## config.mk

```make
export PLATFORM = sky130hd
export DESIGN_NAME = lmc_parity
export DESIGN_NICKNAME = d
export VERILOG_FILES = /design/src/rtl/lowmc_block_cipher_256_macros.svh /design/src/rtl/lmc_pkg.sv /design/src/rtl/lmc_parity.sv
export SDC_FILE = /design/constraint.sdc
export NUM_CORES = 1
export LEC_CHECK = 0
export ABC_AREA = 0
export BUFFER_PORTS_ARGS = -buffer_cell sky130_fd_sc_hd__buf_2
export CAP_MARGIN = 30
export CORE_AREA = 2 2 302 304
export DETAILED_ROUTE_END_ITERATION = 8
export DIE_AREA = 0 0 304 306
export PLACE_DENSITY_LB_ADDON = 0.25
export SKIP_LAST_GASP = 1
export SYNTH_ARGS = -nofsm -noshare
export SYNTH_HDL_FRONTEND = slang
export SYNTH_SLANG_ARGS = --single-unit
```

## constraint.sdc

```tcl
create_clock -name clk -period 24.6 [get_ports clk]
set_input_delay 2.46 -clock clk [delete_from_list [all_inputs] [get_ports clk]]
set_output_delay 2.46 -clock clk [all_outputs]
set_load 0.03 [all_outputs]
```

## src/rtl/lowmc_block_cipher_256_macros.svh

```systemverilog
// ----------------------------------------------------------------------------
// LowMC cipher assertion macros
// Concurrent check wrappers that compile away for synthesis.
// ----------------------------------------------------------------------------
`ifndef LOWMC_BLOCK_CIPHER_256_MACROS_SVH
`define LOWMC_BLOCK_CIPHER_256_MACROS_SVH
`ifndef SYNTHESIS
`define LMC_ASSERT_IMP(lbl, a, c) \
	lbl: assert property (@(posedge clk) disable iff (!arst_n) (a) |-> (c)) \
	else $error("assertion failed");
`define LMC_ASSERT_NXT(lbl, a, c) \
	lbl: assert property (@(posedge clk) disable iff (!arst_n) (a) |=> (c)) \
	else $error("assertion failed");
`else
`define LMC_ASSERT_IMP(lbl, a, c)
`define LMC_ASSERT_NXT(lbl, a, c)
`endif
`endif

```

## src/rtl/lmc_pkg.sv

```systemverilog
// ----------------------------------------------------------------------------
// LowMC cipher package
// Sizes, command codes, sequencer states and the S-box layer.
// ----------------------------------------------------------------------------
package lmc_pkg;

	localparam int ROUNDS     = 16;
	localparam int BLOCK_BITS = 256;
	localparam int MAX_BOXES  = 21;
	localparam int RND_W      = $clog2(ROUNDS + 1);
	localparam int RC_AW      = (ROUNDS > 1) ? $clog2(ROUNDS) : 1;
	localparam int LIN_DEPTH  = ROUNDS * BLOCK_BITS;
	localparam int KEY_DEPTH  = (ROUNDS + 1) * BLOCK_BITS;
	localparam int LIN_AW     = $clog2(LIN_DEPTH);
	localparam int KEY_AW     = $clog2(KEY_DEPTH);
	localparam int CNT_W      = 9;
	localparam logic [CNT_W-1:0] CNT_LAST = CNT_W'(BLOCK_BITS + 1);

	localparam logic [2:0] FWD_BOX [8] = '{3'd0, 3'd1, 3'd3, 3'd6, 3'd7, 3'd4, 3'd5, 3'd2};
	localparam logic [2:0] REV_BOX [8] = '{3'd0, 3'd1, 3'd7, 3'd2, 3'd5, 3'd6, 3'd3, 3'd4};

	typedef enum logic [2:0] {
		CMD_LIN  = 3'd0,
		CMD_INV  = 3'd1,
		CMD_KEY  = 3'd2,
		CMD_RC   = 3'd3,
		CMD_SETK = 3'd4,
		CMD_ENC  = 3'd5,
		CMD_DEC  = 3'd6
	} cmd_t;

	typedef enum logic [2:0] {
		S_IDLE,
		S_KEY,
		S_ENC,
		S_DEC_ADD,
		S_DEC,
		S_DEC_FIN,
		S_DONE
	} state_t;

	// Substitution on the low n boxes of word 0; a count above MAX_BOXES leaves the word unchanged.
	function automatic logic [63:0] sbox_word(input logic [63:0] w, input logic [6:0] n,
		input logic inv);
		logic [63:0] r;
		logic [2:0]  b;
		r = w;
		if (int'(n) <= MAX_BOXES) begin
			for (int j = 0; j < MAX_BOXES; j++) begin
				if (j < int'(n)) begin
					b = w[3*j +: 3];
					r[3*j +: 3] = inv ? REV_BOX[b] : FWD_BOX[b];
				end
			end
		end
		return r;
	endfunction

endpackage

```

## src/rtl/lmc_parity.sv

```systemverilog
// ----------------------------------------------------------------------------
// LowMC row parity unit
// Computes one output bit of a matrix-vector product per cycle while en is high.
// ----------------------------------------------------------------------------
module lmc_parity (
	input  logic                          clk,
	input  logic                          en,
	input  logic [7:0]                    idx,
	input  logic [lmc_pkg::BLOCK_BITS-1:0] row,
	input  logic [lmc_pkg::BLOCK_BITS-1:0] vec,
	output logic [lmc_pkg::BLOCK_BITS-1:0] acc
);
	import lmc_pkg::*;

	logic [BLOCK_BITS-1:0] acc_q;

	always_ff @(posedge clk) begin
		if (en) begin
			acc_q[idx] <= ^(row & vec);
		end
	end

	assign acc = acc_q;

endmodule

```

# Word level (Yosys, flattened, before mapping)
# Index checks and enable logic that the tools add are counted.
op_classes:
  n_lt_le_gt_ge: 2
  mux: 3
  bitwise_logic: 1
  n_reduce_logical: 2
op_table:
  columns: ["operator", "count"]
  rows:
  - ["256-bit AND", 1]
  - ["256-bit bitwise mux", 1]
  - ["256-bit XOR reduction", 1]
  - ["8-bit by 9-bit less-than comparator with 1-bit output, second input constant", 1]
  - ["1-bit demux with 8-bit select", 1]
  - ["8-bit by 1-bit greater-or-equal comparator with 1-bit output, second input constant", 1]
  - ["1-bit logical AND", 1]
  - ["1-bit two-way mux", 1]
word_totals:
  regBits: 256
  inputBits: 522
  out_inout_bits: 256
  wordCells: 9

# Longest topological paths before layout
# Gate-level depths: netlist of run 1.
depth:
  ltp_word: 5
  ltp_mapped: 9

# Least setup slack after synthesis of run 1
# OpenSTA, ideal clock, no wires.
synth_path:
  kind: "input port to flip-flop"
  start: "in row[113] in the netlist's numbering"
  end: "reg acc_q[0], in the netlist acc[0], data pin"
  arrival_time_ns: 10.797
  required_ns: 22.953
  path_slack_ns: 12.156
  path_stages: 9
  cell_sequence: "nand2_1 > xor2_1 > xnor2_1 > xnor2_1 > xnor2_1 > xnor2_1 > xnor2_1 > xnor2_1 > xnor2_1"
synth_via:
  elab_chain_cells: 3
synth_rtl:
  columns: ["item", "line", "source"]
  rows:
  - ["from (decl)", "lmc_parity.sv:9", "input logic [lmc_pkg::BLOCK_BITS-1:0] row,"]
  - ["256-bit AND", "lmc_parity.sv:19", "acc_q[idx] <= ^(row & vec);"]
  - ["256-bit XOR reduction", "lmc_parity.sv:19", null]
  - ["256-bit bitwise mux", "lmc_parity.sv:19", null]
  - ["to (signal, indexed assignment)", "lmc_parity.sv:19", null]
  - ["to (decl)", "lmc_parity.sv:15", "logic [BLOCK_BITS-1:0] acc_q;"]
# No other way between the ends.
# A chain may end at the register's enable or synchronous reset.

# Worst setup path after layout of run 1
layout_path:
  start: "in row[179] in the netlist's numbering"
  end: "reg acc_q[122], in the netlist acc[122], data pin"
# Same word-level chain as after synthesis.

==> results.toml, run 1 <==
[status]
status = "complete, no violations"

[synth]
postSynthAreaPerCell_um2 = 10.9
yosysSeqAreaShare_pct = 62.4
syn_area_um2 = 12300
synth_fp_nets = 1651
synth_cell_types = 14
synthCells = 1129
synth-seq-cells = 256
yosys_warnings = 0

[power_and_ir_drop]
p_sw_share_pct = 39.8
p_leak_nw = 7.32
pwr-share-seq_pct = 47.6
intPower_mw = 3.01
ir_drop_v = 0.00106
pwr-share-clk_pct = 9.7
p_total_mw = 4.99
powerDensity_nw_per_um2 = 265
combPwrFrac_pct = 42.7
p_sw_mw = 1.99

[place]
io_buffers = 777
post-place-ws_ns = 18.04
dpl.hpwl_um = 70400
place_area_um2 = 17700
gp_congestion = 0.944

[floorplan]
core_area_um2 = 89600
start_util_pct = 13.8
rows = 110
io_pins = 778
dieArea_um2 = 93000
die_h_um = 306
die_w_um = 304

[clocking]
ctsResizeCount = 0
clk_pin_slew_ns = 0.06
numClockSinks = 256
cts_setup_buffers = 0
root_buffer = "clkbuf_16"
htree_levels = 1
ctsLongestPathBuffers = 3
numCtsBuffers = 31
ctsHoldBuffers = 0
tritoncts = "done"

[route]
dr_total_vias = 11800
wl_met2_um = 43400
post_drt_wl_per_cell_um = 26.1
drt-met1-wl_um = 26400
drtIter0Drc = 724
finalWirelength_um = 82300
wl_met3_um = 8320
dr.pass1.iters = 5
drc = 0
ant_nets = 0
top_layer_used = "met5"
viasPerCell = 3.73

[setup_path]
crit_path_max_fanout = 89
critPathCaptureType = "register"
worst_ep_arrival_time_ns = 5.87
critPathRequiredTime_ns = 24.89
cp-start-kind = "primary input"
path_class = "in -> reg"

[final_layout]
nets = 2438
layout_commonest_cell = "buf_2"
largest_register_ffs = 256
drive_above_1_share_pct = 43.4
fin_util_pct = 21.0
area_growth_pct = 52.9
final_cell_mix = "777 x buf_2, 274 x nand2_1, 259 x nor2_1"
final_area_um2 = 18900

[global_route]
antenna_found_initial = 133
grt_pass1_vias = 12000
grt_pass1_wl_um = 106000
grt_max_degree = 121
globalRouteTotalUtil_pct = 17.0
gr-total-overflow = 0

[timing]
max_slew.worst_pin.slew_ns = 0.920
slew_headroom_pct = 38.5
slew_violations = 0
min_period_ns = 5.58
hold_violations = 0
fin_tns_setup_ns = 0
worst_slack_ns = 19.02
setup_viol = 0
period_share_pct = 22.7
maxClockFrequency_mhz = 179
rsz0062_at_grt = "no"

[worst_hold_path]
worst_hold_path_type = "in -> reg"

[run]
drv_cap = 0
[synthesized netlist by cell type (all sizes together)]
| library cell | n | area share, % |
|---|---|---|
| xor2 | 61 | 4.3 |
| nor2b | 7 | 0.36 |
| nand3 | 24 | 0.97 |
| edfxtp | 256 | 62 |
| inv | 1 | 0.030 |
| nor3b | 1 | 0.061 |
| nor3 | 1 | 0.041 |
| clkbuf | 37 | 1.1 |
| xnor2 | 194 | 14 |
| nand3b | 1 | 0.061 |
| nand4 | 12 | 0.61 |
| nor2 | 259 | 7.9 |
| nand2 | 274 | 8.3 |
| or2 | 1 | 0.051 |
[cell families after synthesis]
family / after synthesis / synth area share [%]
buf+inv: 38 / 1.16
flops: 256 / 62.4
xor+xnor: 255 / 18.1
simple gates: 580 / 18.4
[per-stage QoR]
stage | instances | hold WS, ns
2_1_floorplan | 1129 | 2.74
3_3_place_gp | 3056 | 2.94
3_5_place_dp | 3058 | 2.94
4_1_cts | 3113 | 2.36
5_1_grt | 3143 | 2.42
6_report | 3157 | 2.39
[metal layers]
metal / vias up / GRT usage, %
met5: - / 0
met3: 235 / 7.01
met2: 664 / 32.1
met4: 74 / 6.69
met1: 5465 / 16.1
li1: 5337 / -
[worst paths after layout]
check / from / cells past startpoint / to
worst max-delay path: row[179] / 12 / acc[122]
worst min-delay path: idx[4] / 3 / acc[62]
[worst max-delay path, cell delays in order]
cell and delay [ns]:
buf_2 0.09, nand2_1 0.06, xor2_1 0.15, xnor2_1 0.34
xnor2_1 0.15, xnor2_1 0.18, xnor2_1 0.35, xnor2_1 0.14
xnor2_1 0.40, xnor2_2 0.16, buf_4 0.51, buf_4 0.75
[final cells by class]
type / instances / area [um2]
fillers: 9958 / 70700
well taps: 1176 / 1470
multi-input cells: 835 / 4510
repair buffers: 791 / 4030
clock inverters: 20 / 254
inverters: 1 / 3.75
clock buffers: 35 / 791
flip-flops and latches: 256 / 7690
diodes: 43 / 108
[power by group through the flow]
stage               sequential, mW  clock, mW  combinational [mW]
floorplan                     1.12          0               0.358
global placement              2.41          0                1.99
detailed placement            2.42          0                2.04
CTS                           2.41      0.500                2.05
global route                  2.39      0.516                2.39
finish                        2.38      0.486                2.13
(Power assumes the default switching activity.)
==> run 2, diff against run 1 <==
--- a/config.mk
+++ b/config.mk
@@ -8,9 +8,9 @@
 export ABC_AREA = 0
 export BUFFER_PORTS_ARGS = -buffer_cell sky130_fd_sc_hd__buf_2
 export CAP_MARGIN = 30
-export CORE_AREA = 2 2 302 304
+export CORE_AREA = 2 2 300 302
 export DETAILED_ROUTE_END_ITERATION = 8
-export DIE_AREA = 0 0 304 306
+export DIE_AREA = 0 0 302 304
 export PLACE_DENSITY_LB_ADDON = 0.25
 export SKIP_LAST_GASP = 1
 export SYNTH_ARGS = -nofsm -noshare
==> constraint.sdc (replaced) <==
create_clock -name clk -period 5.68 [get_ports clk]
set_input_delay 0.568 -clock clk [delete_from_list [all_inputs] [get_ports clk]]
set_output_delay 0.568 -clock clk [all_outputs]
set_load 0.03 [all_outputs]
==> results.toml, run 2 (synthesized netlist as in run 1, its figures left out) <==
[setup_path]
path_cells = "buf_2 > nand2_1 > xnor2_1 > xnor2_1 > xnor2_1 > xnor2_1 > xnor2_1 > xnor2_1 > xnor2_1 > xnor2_4 > buf_12"
worst_path_most_repeated_cell = "xnor2_1"
crit_path_max_fanout = 146
worst_ep_arrival_time_ns = 3.22
cp-start-kind = "primary input"
path_class = "in -> reg"
critPathRequiredTime_ns = 5.97
slowest_delay_ns = 0.53
cpMaxStageDelayCell = "xnor2_1"
critPathCaptureType = "register"

[floorplan]
die_h_um = 304
io_pins = 778
dieArea_um2 = 91800
core_area_um2 = 89000
rows = 110
start_util_pct = 13.8
die_w_um = 302

[clocking]
clk_pin_slew_ns = 0.06
numCtsBuffers = 31
numClockSinks = 256
ctsHoldBuffers = 0
ctsResizeCount = 0
ctsLongestPathBuffers = 3
tritoncts = "done"
cts_setup_buffers = 0
root_buffer = "clkbuf_16"
htree_levels = 1

[route]
finalWirelength_um = 84100
drc = 0
drtIter0Drc = 886
dr_total_vias = 12000
viasPerCell = 3.75
dr.pass1.iters = 6
ant_nets = 0
post_drt_wl_per_cell_um = 26.4

[final_layout]
final_area_um2 = 19000
multi_input_area_um2 = 4520
nets = 2437
largest_register_ffs = 256
fin_util_pct = 21.3
layout_commonest_cell = "buf_2"
final_cell_mix = "777 x buf_2, 274 x nand2_1, 259 x nor2_1"
fillers = 9932
regArea_um2 = 7690
drive_above_1_share_pct = 43.4
area_growth_pct = 53.8

[timing]
period_share_pct = 51.6
setup_viol = 0
fin_tns_setup_ns = 0
holdWs_ns = 0.535
rsz0062_at_grt = "no"
hold_violations = 0
max_slew.worst_pin.slew_ns = 0.928
maxClockFrequency_mhz = 341
slew_headroom_pct = 37.9
min_period_ns = 2.93
slew_violations = 0

[place]
gp_congestion = 0.958
dpl.hpwl_um = 72500
place_area_um2 = 17800
io_buffers = 777

[global_route]
grt_pass1_wl_um = 109000
grt_max_degree = 147
gr-total-overflow = 0
globalRouteTotalUtil_pct = 17.8
antenna_found_initial = 142
grt_pass1_vias = 12200

[worst_hold_path]
worst_hold_startpoint = "idx[4]"
worst_hold_path_type = "in -> reg"
hold_end = "acc[185]"
min_path_cells = 3

[status]
status = "complete, no violations"

[power_and_ir_drop]
p_leak_nw = 7.33
ir_drop_v = 0.00389
powerDensity_nw_per_um2 = 779

[run]
drv_cap = 0
-- run 2: cell types whose count changed in the layout (fill, tap and decap cells not counted), sizes merged --
cell	change
clkinv	+7
inv	-1
diode	+34
clkbuf	-1
buf	-1
bufinv	-3
-- run 2: report_power, final --
group	switching, mW	total [mW]	internal, mW	leakage [nW]
clock network	0.872	1.97	1.10	0.486
registers	0.00810	6.26	6.25	2.30
logic	5.29	6.55	1.26	4.54
total	6.17	14.8	8.61	7.33
-- run 2: per-layer routing --
| metal | part of all wire (%) | track usage, % | wire [um] |
|---|---|---|---|
| met5 | 0.41 | 0.899 | 345 |
| met1 | 36 | 19.8 | 30100 |
| met4 | 5.3 | 9.26 | 4490 |
| met3 | 12 | 6.99 | 9750 |
| met2 | 47 | 29.0 | 39400 |
-- run 2: layout make-up --
class	count	share of cell area [%]
clock inverters	23	1.06
flip-flops and latches	256	40.5
well taps	1176	7.76
multi-input cells	835	23.9
inverters	1	0.0198
diodes	77	1.02
clock buffers	34	4.15
repair buffers	790	21.6
-- run 2: how the worst max path moves through the flow --
stage,startpoint,to,slack (ns),cells past startpoint
finish,row[0],acc[82],2.75,11
global route,row[110],acc[82],2.57,11
CTS,row[0],acc[124],2.72,11
detailed placement,row[0],acc[132],2.09,11
global placement,row[0],acc[8],2.11,11
floorplan,row[113],acc[0],0.84,9
-- run 2: per-stage QoR --
stage	total power, mW	std cells	setup slack [ns]
finish	14.8	3192	2.75
global route	14.5	3160	2.57
CTS	15.1	3114	2.72
detailed placement	13.0	3057	2.09
global placement	13.2	3052	2.11
floorplan	5.35	1129	0.836
-- run 2: critical path, delay by kind of cell --
kind                   cells  cell delay (ns)
XOR/XNOR                   8             1.87
AND/OR/NAND/NOR            1             0.11
buffers and inverters      2             0.40
==> run 3, diff against run 2 <==
--- a/config.mk
+++ b/config.mk
@@ -5,12 +5,12 @@
 export SDC_FILE = /design/constraint.sdc
 export NUM_CORES = 1
 export LEC_CHECK = 0
-export ABC_AREA = 0
+export ABC_AREA = 1
 export BUFFER_PORTS_ARGS = -buffer_cell sky130_fd_sc_hd__buf_2
 export CAP_MARGIN = 30
-export CORE_AREA = 2 2 300 302
+export CORE_AREA = 2 2 299 301
 export DETAILED_ROUTE_END_ITERATION = 8
-export DIE_AREA = 0 0 302 304
+export DIE_AREA = 0 0 301 303
 export PLACE_DENSITY_LB_ADDON = 0.25
 export SKIP_LAST_GASP = 1
 export SYNTH_ARGS = -nofsm -noshare
==> constraint.sdc (replaced) <==
create_clock -name clk -period 2.98 [get_ports clk]
set_input_delay 0.298 -clock clk [delete_from_list [all_inputs] [get_ports clk]]
set_output_delay 0.298 -clock clk [all_outputs]
set_load 0.03 [all_outputs]
==> results.toml, run 3 <==
[synth]
synth_ff_type = "edfxtp_1"
yosysMostFrequentCell = "nand2_1"
yosysSeqAreaShare_pct = 47.3
yosysTopAreaCellShare_pct = 47.3
synth_edf_count = 256
yosys.area.top_type = "edfxtp_1"
synth_fp_nets = 2845
yosys_warnings = 0
ys_async_sr_fraction_pct = 0
synth_cell_types = 17
yosys-top-cells-area = "edfxtp_1 47%, nand2_1 31%, nor2_1 6.7%, inv_1 3.9%, xor2_1 3.1%"
synth_common_cells = "1,353 x nand2_1, 289 x nor2_1, 256 x edfxtp_1, 168 x inv_1, 69 x nand2_2"
synth-seq-cells = 256
syn_area_um2 = 16200
postSynthAreaPerCell_um2 = 6.99
synthCells = 2323

[floorplan]
io_pins = 778
die_h_um = 303
start_util_pct = 18.5
die_w_um = 301
rows = 109
core_area_um2 = 88000
dieArea_um2 = 91200

[power_and_ir_drop]
combPwrFrac_pct = 27.0
intPower_mw = 7.30
pwr-share-seq_pct = 44.0
pwr-share-clk_pct = 29.0
powerDensity_nw_per_um2 = 469
p_leak_nw = 10.7
p_sw_share_pct = 30.6
p_sw_mw = 3.21
ir_drop_v = 0.000381

[clocking]
ctsResizeCount = 0
root_buffer = "clkbuf_16"
htree_levels = 1
cts_setup_buffers = 0
clk_pin_slew_ns = 0.07
numCtsBuffers = 24
ctsLongestPathBuffers = 3
numClockSinks = 256
tritoncts = "done"
ctsHoldBuffers = 0

[setup_path]
endpoint = "acc[122]"
worst_ep_arrival_time_ns = 2.47
cp-start-kind = "primary input"
critPathCaptureType = "register"
crit_path_max_fanout = 27
crit_start = "row[0]"
critPathRequiredTime_ns = 3.23
path_class = "in -> reg"

[timing]
maxClockFrequency_mhz = 450
fin_tns_setup_ns = 0
slew_headroom_pct = 37.6
worst_slack_ns = 0.758
period_share_pct = 74.6
slew_violations = 0
max_slew.worst_pin.slew_ns = 0.934
rsz0062_at_grt = "no"
min_period_ns = 2.22
setup_viol = 0
hold_violations = 0
holdWs_ns = 0.383

[global_route]
globalRouteTotalUtil_pct = 14.9
gr-total-overflow = 0
antenna_found_initial = 50
grt_max_degree = 50
grt_pass1_wl_um = 100000
grt_pass1_vias = 16100

[final_layout]
final_cell_mix = "1,352 x nand2_1, 777 x buf_2, 289 x nor2_1"
nets = 3632
largest_register_ffs = 256
drive_above_1_share_pct = 29.3
layout_commonest_cell = "nand2_1"
area_growth_pct = 38.2

[route]
dr_total_vias = 16900
dr.pass1.iters = 5
drtIter0Drc = 757
post_drt_wl_per_cell_um = 16.5
drc = 0
viasPerCell = 3.93
ant_nets = 0
finalWirelength_um = 71200

[place]
dpl.hpwl_um = 61800
gp_congestion = 0.840
io_buffers = 777
post-place-ws_ns = 0.190

[status]
status = "complete, no violations"

[worst_hold_path]
worst_hold_path_type = "in -> reg"

[run]
drv_cap = 0
## run 3: metal layers
metal	share of wire, %	global-route usage, %
met2	51	28.4
met4	2.4	3.60
met3	8.0	3.49
met1	38	16.5
met5	0.32	0
## run 3: layout make-up
class                           instances  area (um2)
Antenna cell                           14        35.0
Clock buffer                           27         612
Clock inverter                         14         158
Fill cell                            9806       65500
Inverter                              194         728
Multi-Input combinational cell       1845        7730
Sequential cell                       256        7690
Tap cell                             1165        1460
Timing Repair Buffer                  789        4030
## run 3: power groups by stage
stage | sequential, mW | clock, mW | combinational [mW]
2_1_floorplan | 4.80 | 0 | 1.57
3_3_place_gp | 4.71 | 0 | 2.89
3_5_place_dp | 4.71 | 0 | 2.90
4_1_cts | 4.63 | 3.11 | 2.92
5_1_grt | 4.63 | 3.22 | 3.26
6_report | 4.63 | 3.05 | 2.84
## run 3: worst min-delay path by stage
stage             start  endpoint  slack, ns  depth (start not counted)
5_1_grt          idx[6]   acc[39]       0.41                          4
2_1_floorplan    idx[5]   acc[44]       0.61                          2
4_1_cts          idx[4]   acc[63]       0.35                          5
6_report         idx[4]   acc[63]       0.38                          5
3_3_place_gp   acc[173]  acc[173]       0.77                          1
3_5_place_dp    acc[60]   acc[60]       0.77                          1
## run 3: worst max-delay path: stages
cell,delay (ns)
buf_2,0.09
nand2_1,0.18
inv_1,0.08
nand2_1,0.07
nand2_1,0.07
nand2_1,0.07
nand2_1,0.05
nand2_1,0.05
nand2_1,0.09
inv_1,0.08
nand2_1,0.05
nand2_1,0.10
nand2_1,0.06
nand2_1,0.19
nand2_1,0.10
nand2_2,0.08
inv_2,0.03
nand2_1,0.05
nand2_1,0.04
nand2_1,0.15
nand2_8,0.18
buf_4,0.27
## run 3: kinds of logic after synthesis
logic type | Yosys count | synth area share, %
xor+xnor | 111 | 6.08
flops | 256 | 47.3
buf+inv | 222 | 5.13
simple gates | 1734 | 41.4
## run 3: through the flow
| stage | instance area [um2] | power [mW] | utilization (%) | std cells |
|---|---|---|---|---|
| after global routing | 22400 | 11.1 | 25.5 | 4297 |
| after CTS | 22400 | 10.7 | 25.5 | 4290 |
| after floorplan | 16200 | 6.37 | - | 2323 |
| after detailed placement | 21600 | 7.61 | 24.6 | 4249 |
| final | 22400 | 10.5 | 25.5 | 4304 |
| after global placement | 21600 | 7.60 | 24.6 | 4249 |
